--- src/design/pid_pkg.sv ---
// Shared types, widths and register codes for the incremental PID controller.
// Every module of the design imports this package; it depends on nothing else.
package pid_pkg;

    // Fixed-point setup
    localparam int SAMPLE_BITS    = 16;
    localparam int GAIN_FRAC_BITS = 12;

    // Field widths
    localparam int GAIN_W  = 24;
    localparam int LIMIT_W = 15;
    localparam int DRIVE_W = 16;
    localparam int DATA_W  = 32;
    localparam int ADDR_W  = 4;

    // Datapath widths
    localparam int ERR_W   = SAMPLE_BITS + 1;
    localparam int COEF_W  = GAIN_W + 3;
    localparam int PROD_W  = COEF_W + ERR_W;
    localparam int ACC_W   = PROD_W + 2;
    localparam int DELTA_W = ACC_W - GAIN_FRAC_BITS;
    localparam int U_W     = DELTA_W + 1;

    // Reset values
    localparam logic signed [GAIN_W-1:0] GAIN_P_RESET = GAIN_W'(1 << GAIN_FRAC_BITS);
    localparam logic [LIMIT_W-1:0]       LIMIT_RESET  = {LIMIT_W{1'b1}};

    // Register map, word index from paddr[3:2]
    typedef enum logic [1:0] {
        REG_GAIN_P       = 2'd0,
        REG_GAIN_I       = 2'd1,
        REG_GAIN_D       = 2'd2,
        REG_OUTPUT_LIMIT = 2'd3
    } reg_index_t;

    // Sample word
    typedef struct packed {
        logic signed [SAMPLE_BITS-1:0] reference;
        logic signed [SAMPLE_BITS-1:0] measured;
    } sample_word_t;

    // Command word
    typedef struct packed {
        logic signed [DRIVE_W-1:0] drive;
        logic                      clamped;
    } cmd_word_t;

    // Error history entry passed from front to back
    typedef struct packed {
        logic signed [ERR_W-1:0] e0;
        logic signed [ERR_W-1:0] e1;
        logic signed [ERR_W-1:0] e2;
    } err_set_t;

    // Filter coefficients and clamp from the register block
    typedef struct packed {
        logic signed [COEF_W-1:0] b0;
        logic signed [COEF_W-1:0] b1;
        logic signed [COEF_W-1:0] b2;
        logic [LIMIT_W-1:0]       limit;
    } coef_t;

endpackage

--- src/design/pid_regs.sv ---
// Configuration registers behind the APB port and the derived coefficients.
// Depends on pid_pkg.
module pid_regs
    import pid_pkg::*;
(
    input  logic              clk,
    input  logic              rst_n,
    input  logic              psel,
    input  logic              penable,
    input  logic              pwrite,
    input  logic [ADDR_W-1:0] paddr,
    input  logic [DATA_W-1:0] pwdata,
    output logic [DATA_W-1:0] prdata,
    output logic              pready,
    output coef_t             coef
);

    logic signed [GAIN_W-1:0] gain_p_reg;
    logic signed [GAIN_W-1:0] gain_i_reg;
    logic signed [GAIN_W-1:0] gain_d_reg;
    logic [LIMIT_W-1:0]       limit_reg;
    logic                     wr_en;
    reg_index_t               idx;

    assign pready = 1'b1;
    assign idx    = reg_index_t'(paddr[3:2]);
    assign wr_en  = psel && penable && pwrite && pready;

    // Register writes
    always_ff @(posedge clk or negedge rst_n)
    begin
        if (!rst_n)
        begin
            gain_p_reg <= GAIN_P_RESET;
            gain_i_reg <= '0;
            gain_d_reg <= '0;
            limit_reg  <= LIMIT_RESET;
        end
        else if (wr_en)
        begin
            case (idx)
                REG_GAIN_P:       gain_p_reg <= pwdata[GAIN_W-1:0];
                REG_GAIN_I:       gain_i_reg <= pwdata[GAIN_W-1:0];
                REG_GAIN_D:       gain_d_reg <= pwdata[GAIN_W-1:0];
                REG_OUTPUT_LIMIT: limit_reg  <= pwdata[LIMIT_W-1:0];
                default:          ;
            endcase
        end
    end

    // Read mux
    always_comb
    begin
        case (idx)
            REG_GAIN_P:       prdata = DATA_W'(gain_p_reg);
            REG_GAIN_I:       prdata = DATA_W'(gain_i_reg);
            REG_GAIN_D:       prdata = DATA_W'(gain_d_reg);
            REG_OUTPUT_LIMIT: prdata = DATA_W'(limit_reg);
            default:          prdata = '0;
        endcase
    end

    // b0 = p + i + d, b1 = i - p - 2d, b2 = d
    always_comb
    begin
        coef.b0    = COEF_W'(gain_p_reg) + COEF_W'(gain_i_reg) + COEF_W'(gain_d_reg);
        coef.b1    = COEF_W'(gain_i_reg) - COEF_W'(gain_p_reg)
                   - (COEF_W'(gain_d_reg) <<< 1);
        coef.b2    = COEF_W'(gain_d_reg);
        coef.limit = limit_reg;
    end

endmodule

--- src/design/pid_front.sv ---
// Front end: takes sample words, forms the error and keeps the error history.
// Depends on pid_pkg; feeds pid_queue.
module pid_front
    import pid_pkg::*;
(
    input  logic         clk,
    input  logic         rst_n,
    input  logic         sample_valid,
    output logic         sample_stall,
    input  sample_word_t sample_word,
    output logic         push,
    output err_set_t     push_data,
    input  logic         q_full
);

    logic signed [ERR_W-1:0] e1_reg;
    logic signed [ERR_W-1:0] e2_reg;
    logic signed [ERR_W-1:0] e0;

    assign sample_stall = q_full;
    assign push         = sample_valid && !q_full;
    assign e0           = ERR_W'(sample_word.reference) - ERR_W'(sample_word.measured);

    always_comb
    begin
        push_data.e0 = e0;
        push_data.e1 = e1_reg;
        push_data.e2 = e2_reg;
    end

    // Error history shifts on every accepted word
    always_ff @(posedge clk or negedge rst_n)
    begin
        if (!rst_n)
        begin
            e1_reg <= '0;
            e2_reg <= '0;
        end
        else if (push)
        begin
            e1_reg <= e0;
            e2_reg <= e1_reg;
        end
    end

endmodule

--- src/design/pid_queue.sv ---
// Two-entry queue of error sets between front and back.
// Depends on pid_pkg.
module pid_queue
    import pid_pkg::*;
(
    input  logic     clk,
    input  logic     rst_n,
    input  logic     push,
    input  err_set_t push_data,
    output logic     full,
    output logic     head_valid,
    output err_set_t head,
    input  logic     pop
);

    err_set_t   entry_reg [2];
    logic       wr_ptr_reg;
    logic       rd_ptr_reg;
    logic [1:0] count_reg;
    logic [1:0] count_next;

    assign full       = (count_reg == 2'd2);
    assign head_valid = (count_reg != 2'd0);
    assign head       = entry_reg[rd_ptr_reg];

    always_comb
    begin
        count_next = count_reg;
        if (push && !pop)
            count_next = count_reg + 2'd1;
        else if (pop && !push)
            count_next = count_reg - 2'd1;
    end

    // Pointers and fill count
    always_ff @(posedge clk or negedge rst_n)
    begin
        if (!rst_n)
        begin
            wr_ptr_reg <= 1'b0;
            rd_ptr_reg <= 1'b0;
            count_reg  <= '0;
        end
        else
        begin
            if (push)
                wr_ptr_reg <= !wr_ptr_reg;
            if (pop)
                rd_ptr_reg <= !rd_ptr_reg;
            count_reg <= count_next;
        end
    end

    // Storage
    always_ff @(posedge clk)
    begin
        if (push)
            entry_reg[wr_ptr_reg] <= push_data;
    end

endmodule

--- src/design/pid_back.sv ---
// Back end: multiply stage, sum and round stage, accumulate and clamp stage.
// Depends on pid_pkg; pulls error sets from pid_queue.
module pid_back
    import pid_pkg::*;
(
    input  logic      clk,
    input  logic      rst_n,
    input  logic      head_valid,
    input  err_set_t  head,
    output logic      pop,
    input  coef_t     coef,
    output logic      cmd_valid,
    input  logic      cmd_stall,
    output cmd_word_t cmd_word
);

    localparam logic signed [ACC_W-1:0] HALF = ACC_W'(1) <<< (GAIN_FRAC_BITS - 1);

    logic                      s1_valid_reg;
    logic signed [PROD_W-1:0]  p0_reg;
    logic signed [PROD_W-1:0]  p1_reg;
    logic signed [PROD_W-1:0]  p2_reg;
    logic                      s2_valid_reg;
    logic signed [DELTA_W-1:0] delta_reg;
    logic                      out_valid_reg;
    cmd_word_t                 out_reg;
    logic signed [DRIVE_W-1:0] last_drive_reg;

    logic                      out_ready;
    logic                      s2_ready;
    logic                      s1_ready;
    logic signed [PROD_W-1:0]  p0_next;
    logic signed [PROD_W-1:0]  p1_next;
    logic signed [PROD_W-1:0]  p2_next;
    logic signed [ACC_W-1:0]   acc;
    logic signed [DELTA_W-1:0] delta_next;
    logic signed [U_W-1:0]     u;
    logic signed [U_W-1:0]     lim;
    cmd_word_t                 out_next;

    // Stage handshakes
    assign out_ready = !out_valid_reg || !cmd_stall;
    assign s2_ready  = !s2_valid_reg || out_ready;
    assign s1_ready  = !s1_valid_reg || s2_ready;
    assign pop       = head_valid && s1_ready;

    assign cmd_valid = out_valid_reg;
    assign cmd_word  = out_reg;

    // Multiply
    always_comb
    begin
        p0_next = coef.b0 * head.e0;
        p1_next = coef.b1 * head.e1;
        p2_next = coef.b2 * head.e2;
    end

    // Sum, round half up, drop fraction
    always_comb
    begin
        acc        = ACC_W'(p0_reg) + ACC_W'(p1_reg) + ACC_W'(p2_reg) + HALF;
        delta_next = $signed(acc[ACC_W-1:GAIN_FRAC_BITS]);
    end

    // Accumulate onto previous command and clamp
    always_comb
    begin
        u   = U_W'(last_drive_reg) + U_W'(delta_reg);
        lim = U_W'($signed({1'b0, coef.limit}));
        out_next.drive   = u[DRIVE_W-1:0];
        out_next.clamped = 1'b0;
        if (u > lim)
        begin
            out_next.drive   = lim[DRIVE_W-1:0];
            out_next.clamped = 1'b1;
        end
        else if (u < -lim)
        begin
            out_next.drive   = -lim[DRIVE_W-1:0];
            out_next.clamped = 1'b1;
        end
    end

    // Control and loop state
    always_ff @(posedge clk or negedge rst_n)
    begin
        if (!rst_n)
        begin
            s1_valid_reg   <= 1'b0;
            s2_valid_reg   <= 1'b0;
            out_valid_reg  <= 1'b0;
            last_drive_reg <= '0;
        end
        else
        begin
            if (s1_ready)
                s1_valid_reg <= head_valid;
            if (s2_ready)
                s2_valid_reg <= s1_valid_reg;
            if (out_ready)
                out_valid_reg <= s2_valid_reg;
            if (out_ready && s2_valid_reg)
                last_drive_reg <= out_next.drive;
        end
    end

    // Datapath registers
    always_ff @(posedge clk)
    begin
        if (pop)
        begin
            p0_reg <= p0_next;
            p1_reg <= p1_next;
            p2_reg <= p2_next;
        end
        if (s2_ready && s1_valid_reg)
            delta_reg <= delta_next;
        if (out_ready && s2_valid_reg)
            out_reg <= out_next;
    end

endmodule

--- src/design/incremental_pid_controller_core.sv ---
// Incremental PID controller, top level. Depends on pid_pkg and the pid_* modules.
// Throughput: one sample word per cycle while the command side does not stall; the
// accumulate and clamp stage closes the loop on the previous command it holds.
// Path: the accepted sample word passes the queue, multiply, sum and round, and
// clamp registers in order; the command side can hold it back while it stalls.
// Reset: asynchronous, active low; clears error history and last command, unity P gain.
module incremental_pid_controller_core
    import pid_pkg::*;
(
    input  logic              clk,
    input  logic              rst_n,
    input  logic              sample_valid,
    output logic              sample_stall,
    input  sample_word_t      sample_word,
    output logic              cmd_valid,
    input  logic              cmd_stall,
    output cmd_word_t         cmd_word,
    input  logic              psel,
    input  logic              penable,
    input  logic              pwrite,
    input  logic [ADDR_W-1:0] paddr,
    input  logic [DATA_W-1:0] pwdata,
    output logic [DATA_W-1:0] prdata,
    output logic              pready
);

    coef_t    coef;
    logic     push;
    err_set_t push_data;
    logic     q_full;
    logic     head_valid;
    err_set_t head;
    logic     pop;

    pid_regs u_regs (
        .clk     (clk),
        .rst_n   (rst_n),
        .psel    (psel),
        .penable (penable),
        .pwrite  (pwrite),
        .paddr   (paddr),
        .pwdata  (pwdata),
        .prdata  (prdata),
        .pready  (pready),
        .coef    (coef)
    );

    pid_front u_front (
        .clk          (clk),
        .rst_n        (rst_n),
        .sample_valid (sample_valid),
        .sample_stall (sample_stall),
        .sample_word  (sample_word),
        .push         (push),
        .push_data    (push_data),
        .q_full       (q_full)
    );

    pid_queue u_queue (
        .clk        (clk),
        .rst_n      (rst_n),
        .push       (push),
        .push_data  (push_data),
        .full       (q_full),
        .head_valid (head_valid),
        .head       (head),
        .pop        (pop)
    );

    pid_back u_back (
        .clk        (clk),
        .rst_n      (rst_n),
        .head_valid (head_valid),
        .head       (head),
        .pop        (pop),
        .coef       (coef),
        .cmd_valid  (cmd_valid),
        .cmd_stall  (cmd_stall),
        .cmd_word   (cmd_word)
    );

    // A clamped command sits exactly on the limit
    a_clamp_at_limit: assert property (@(posedge clk) disable iff (!rst_n)
        cmd_valid && cmd_word.clamped |->
            (cmd_word.drive == $signed({1'b0, coef.limit})) ||
            (cmd_word.drive == -$signed({1'b0, coef.limit})))
        else $error("clamped command not at limit");

    // No command ever leaves the limit band
    a_drive_in_band: assert property (@(posedge clk) disable iff (!rst_n)
        cmd_valid |->
            (cmd_word.drive <= $signed({1'b0, coef.limit})) &&
            (cmd_word.drive >= -$signed({1'b0, coef.limit})))
        else $error("command outside limit band");

    // Queue never drains an entry it does not hold
    a_pop_has_data: assert property (@(posedge clk) disable iff (!rst_n)
        pop |-> head_valid)
        else $error("queue popped while empty");

endmodule

--- config.mk ---
export PLATFORM = sky130hd
export DESIGN_NAME = incremental_pid_controller_core
export DESIGN_NICKNAME = d
export VERILOG_FILES = /design/src/design/pid_pkg.sv /design/src/design/pid_regs.sv /design/src/design/pid_front.sv /design/src/design/pid_queue.sv /design/src/design/pid_back.sv /design/src/design/incremental_pid_controller_core.sv
export SDC_FILE = /design/constraint.sdc
export NUM_CORES = 2
export LEC_CHECK = 0
export ABC_AREA = 0
export BUFFER_PORTS_ARGS = -buffer_cell sky130_fd_sc_hd__clkbuf_2
export CAP_MARGIN = 20
export CORE_UTILIZATION = 35
export DETAILED_ROUTE_END_ITERATION = 6
export SLEW_MARGIN = 20
export SYNTH_ARGS = -nofsm -noshare
export SYNTH_HDL_FRONTEND = slang
export SYNTH_SLANG_ARGS = --single-unit
--- constraint.sdc ---
create_clock -name clk -period 26.7 [get_ports clk]
set_clock_uncertainty 0.05 [all_clocks]
set_input_delay 1.335 -clock clk [delete_from_list [all_inputs] [get_ports clk]]
set_output_delay 1.335 -clock clk [all_outputs]
set_load 0.05 [all_outputs]
==> impl_metrics.csv <==
group,metric,value,unit
die,row_count,164,
sta,max_slew.worst_pin.slew,1.171,ns
grt,grt_pass1_wl,325.0,mm
die,die_w,451.7,um
critical_path,startpoint_type,"flop",
status,status,"finished, violations left",
sta,fin_ws,14.07,ns
critical_path,slowest_delay,0.80,ns
clock_tree,cts_tree,"built",
routing,post_drt_wl_per_cell,20.89,um
clock_tree,cts_hold_buf,0,
clock_tree,htree_levels,2,
yosys,synth-seq-area-share,0.1700,
sta,hold_viol,0,
cells_and_area,finalNonFillerCells,10080,
cells_and_area,seqCellArea,12040,um2
clock_tree,clock_tree.buffer_depth,3,
sta,maxSlewViolCount,0,
yosys,syn_nets,9296,
routing,wl,210.6,mm
yosys,yosysTopAreaCell,"fa_1",
critical_path,worstSetupEndpointType,"flop",
cells_and_area,final_common_cell,"inv_1",
yosys,synthDistinctLibCells,81,
critical_path,arrival,12.98,ns
clock_tree,cts_resized,0,
grt,grt_busiest_layer,"met2",
clock_tree,cts_setup_buffers,0,
grt,grt.overflow.total,0,
yosys,async_flop_share,0.3396,
clock_tree,clk_latency,0.68,ns
sta,rsz0062_at_grt,"no",
routing,first_pass_iters,7,
placed_design,portBuffers,115,
grt,grt_max_degree,72,
sta,period_needed,12.63,ns
yosys,synthTopCellsByArea,"fa_1, edfxtp_1, ha_1",
yosys,ys_warn_count,0,
cells_and_area,area_delta_synth_final,8.178,%
grt,grt_use_met3,0.03235,
die,core_area,200300,um2
sta,clock.fmax,0.07918,GHz
die,io_pins,127,
sta,setup_viol,0,
critical_path,cp_slowest_cell,"dfrtp_1",
cells_and_area,drive_gt1_frac,0.07505,
routing,antenna_left,0,
yosys,netlist_area,70780,um2
sta,tns,0,ns
grt,grt.total_usage,0.2096,
yosys,synth_edf_count,280,
placed_design,hpwl,173.7,mm
clock_tree,cts_num_sinks,424,
routing,drt_iter0_markers,4029,
cells_and_area,largest_register_ff_count,102,
yosys,synthFlopType,"edfxtp_1",
grt,grtUsageMet2,0.3406,
run,drv_cap,0,
placed_design,placed_cells,9989,
critical_path,cpMostUsedCell,"fa_1",
placed_design,place_ws,14.26,ns
routing,drcViolationCount,1,
yosys,synth_cells,7323,
clock_tree,cts-root-buf,"clkbuf_16",
routing,via_per_inst,5.130,
sta,finalCritPeriodShare,0.4730,
critical_path,regToRegSetupSlack,14.07,ns
yosys,yosys.area.top_type_share,0.3836,
critical_path,cp_max_fo,14,
grt,antenna_found_initial,22,
cells_and_area,layout.nets,9356,
sta,relSlewSlack,0.2140,
cells_and_area,final_core_util,0.3823,
grt,grtUsageMet1,0.2816,
routing,num_vias,51710,
grt,grt_pass1_vias,54290,
clock_tree,clk_pin_slew,0.06,ns
critical_path,crit_required,27.05,ns
placed_design,place_congestion,0.9482,
hold_path,holdCritPathClass,"reg2reg",
yosys,synth_seq_cells,424,
die,die-area,204000,um2
cells_and_area,multi_input_area,52270,um2
status,violations,"DRC",
critical_path,timing_worst_setup_path_type,"reg2reg",
yosys,syn_avg_cell_area,9.665,um2
cells_and_area,mostFrequentLayoutCells,"inv_1, fa_1, nand2_1, nor2_1, ha_1",
clock_tree,numCtsBuffers,48,
die,initial_core_util,0.3534,
die,dieHeight,451.7,um
cells_and_area,fillers,20040,
[cell type report]
class | count | share of cell area
inverters | 1531 | 0.07509
multi-input cells | 5135 | 0.6828
well taps | 2656 | 0.04340
diodes | 3 | 0.00009805
clock inverters | 35 | 0.004657
flip-flops and latches | 424 | 0.1572
clock buffers | 54 | 0.01665
repair buffers | 243 | 0.02015
[stage by stage]
| stage | hold WS [ns] | instance area, um2 |
|---|---|---|
| after floorplan | 0.3919 | 70780 |
| final | 0.3910 | 76560 |
| after global placement | 0.3984 | 74860 |
| after global routing | 0.4112 | 76560 |
| after CTS | 0.3948 | 76550 |
| after detailed placement | 0.4091 | 74920 |
[layer usage]
| layer | vias up | part of all wire |
|---|---|---|
| met4 | 4 | 0.045 |
| li1 | 22850 | - |
| met5 | - | 0.00015 |
| met1 | 26600 | 0.42 |
| met2 | 1895 | 0.46 |
| met3 | 365 | 0.074 |
[cell families (layout without fill, tap and decap cells)]
family / Yosys count / after routing / share of synthesized area
fa+ha+maj: 1898 / 1898 / 0.4794
mux: 168 / 168 / 0.02821
compound gates: 766 / 766 / 0.06939
flops: 424 / 424 / 0.1700
buf+inv: 1764 / 1863 / 0.09419
simple gates: 2013 / 2013 / 0.1230
other cells: 1 / 4 / 0.00005298
xor+xnor: 289 / 289 / 0.03576
[worst max-delay path, delay by kind of cell (launching register included)]
kind | cells | cell delay [ns]
adders and majority gates | 9 | 4.41
muxes | 1 | 0.78
and+or+nand+nor | 6 | 1.03
buffers and inverters | 5 | 0.67
AOI/OAI and AO/OA | 13 | 4.17
xor gates and xnor gates | 1 | 0.42
DFF | 1 | 0.80
[worst paths after layout]
path	startpoint	endpoint	cells after the start
min in group asynchronous	rst_n	u_back.last_drive_reg[1]$_DFFE_PN0P_	1
min	u_front.e2_reg[3]$_DFFE_PN0P_	u_queue.entry_reg[1][3]$_DFFE_PP_	0
max reg2reg	u_regs.gain_d_reg[1]$_DFFE_PN0P_	u_back.p1_reg[39]$_DFFE_PP_	35
max in group asynchronous	rst_n	u_queue.rd_ptr_reg$_DFFE_PN0P_	2
min reg2reg	u_front.e2_reg[3]$_DFFE_PN0P_	u_queue.entry_reg[1][3]$_DFFE_PP_	0
max	u_regs.gain_d_reg[1]$_DFFE_PN0P_	u_back.p1_reg[39]$_DFFE_PP_	35
[synth_stat cells (9+ instances only)]
cell,n
o211ai_1,16
clkbuf_1,206
o31ai_1,26
mux4_2,15
xnor2_1,209
nor2b_1,47
fa_1,1356
buf_1,14
nand2b_1,56
o21bai_1,31
o21a_1,35
a31oi_1,19
dfrtp_1,128
and3_1,31
a21oi_1,211
nor3_1,50
ha_1,542
edfxtp_1,280
a31o_2,11
nor2_1,609
dfstp_2,16
nand3_1,75
xor2_1,80
a2111oi_0,9
inv_1,1528
o21ai_0,186
mux2_2,102
a211oi_1,19
nand4_1,30
and2_1,102
a21boi_0,19
or3_1,11
buf_4,9
or2_2,41
nand2_1,906
mux2i_1,51
a21o_1,97
nor4_1,29
Power is left out: the tool's default activity adds up to more than one toggle a clock period on the data nets, which glitch-free logic cannot reach.
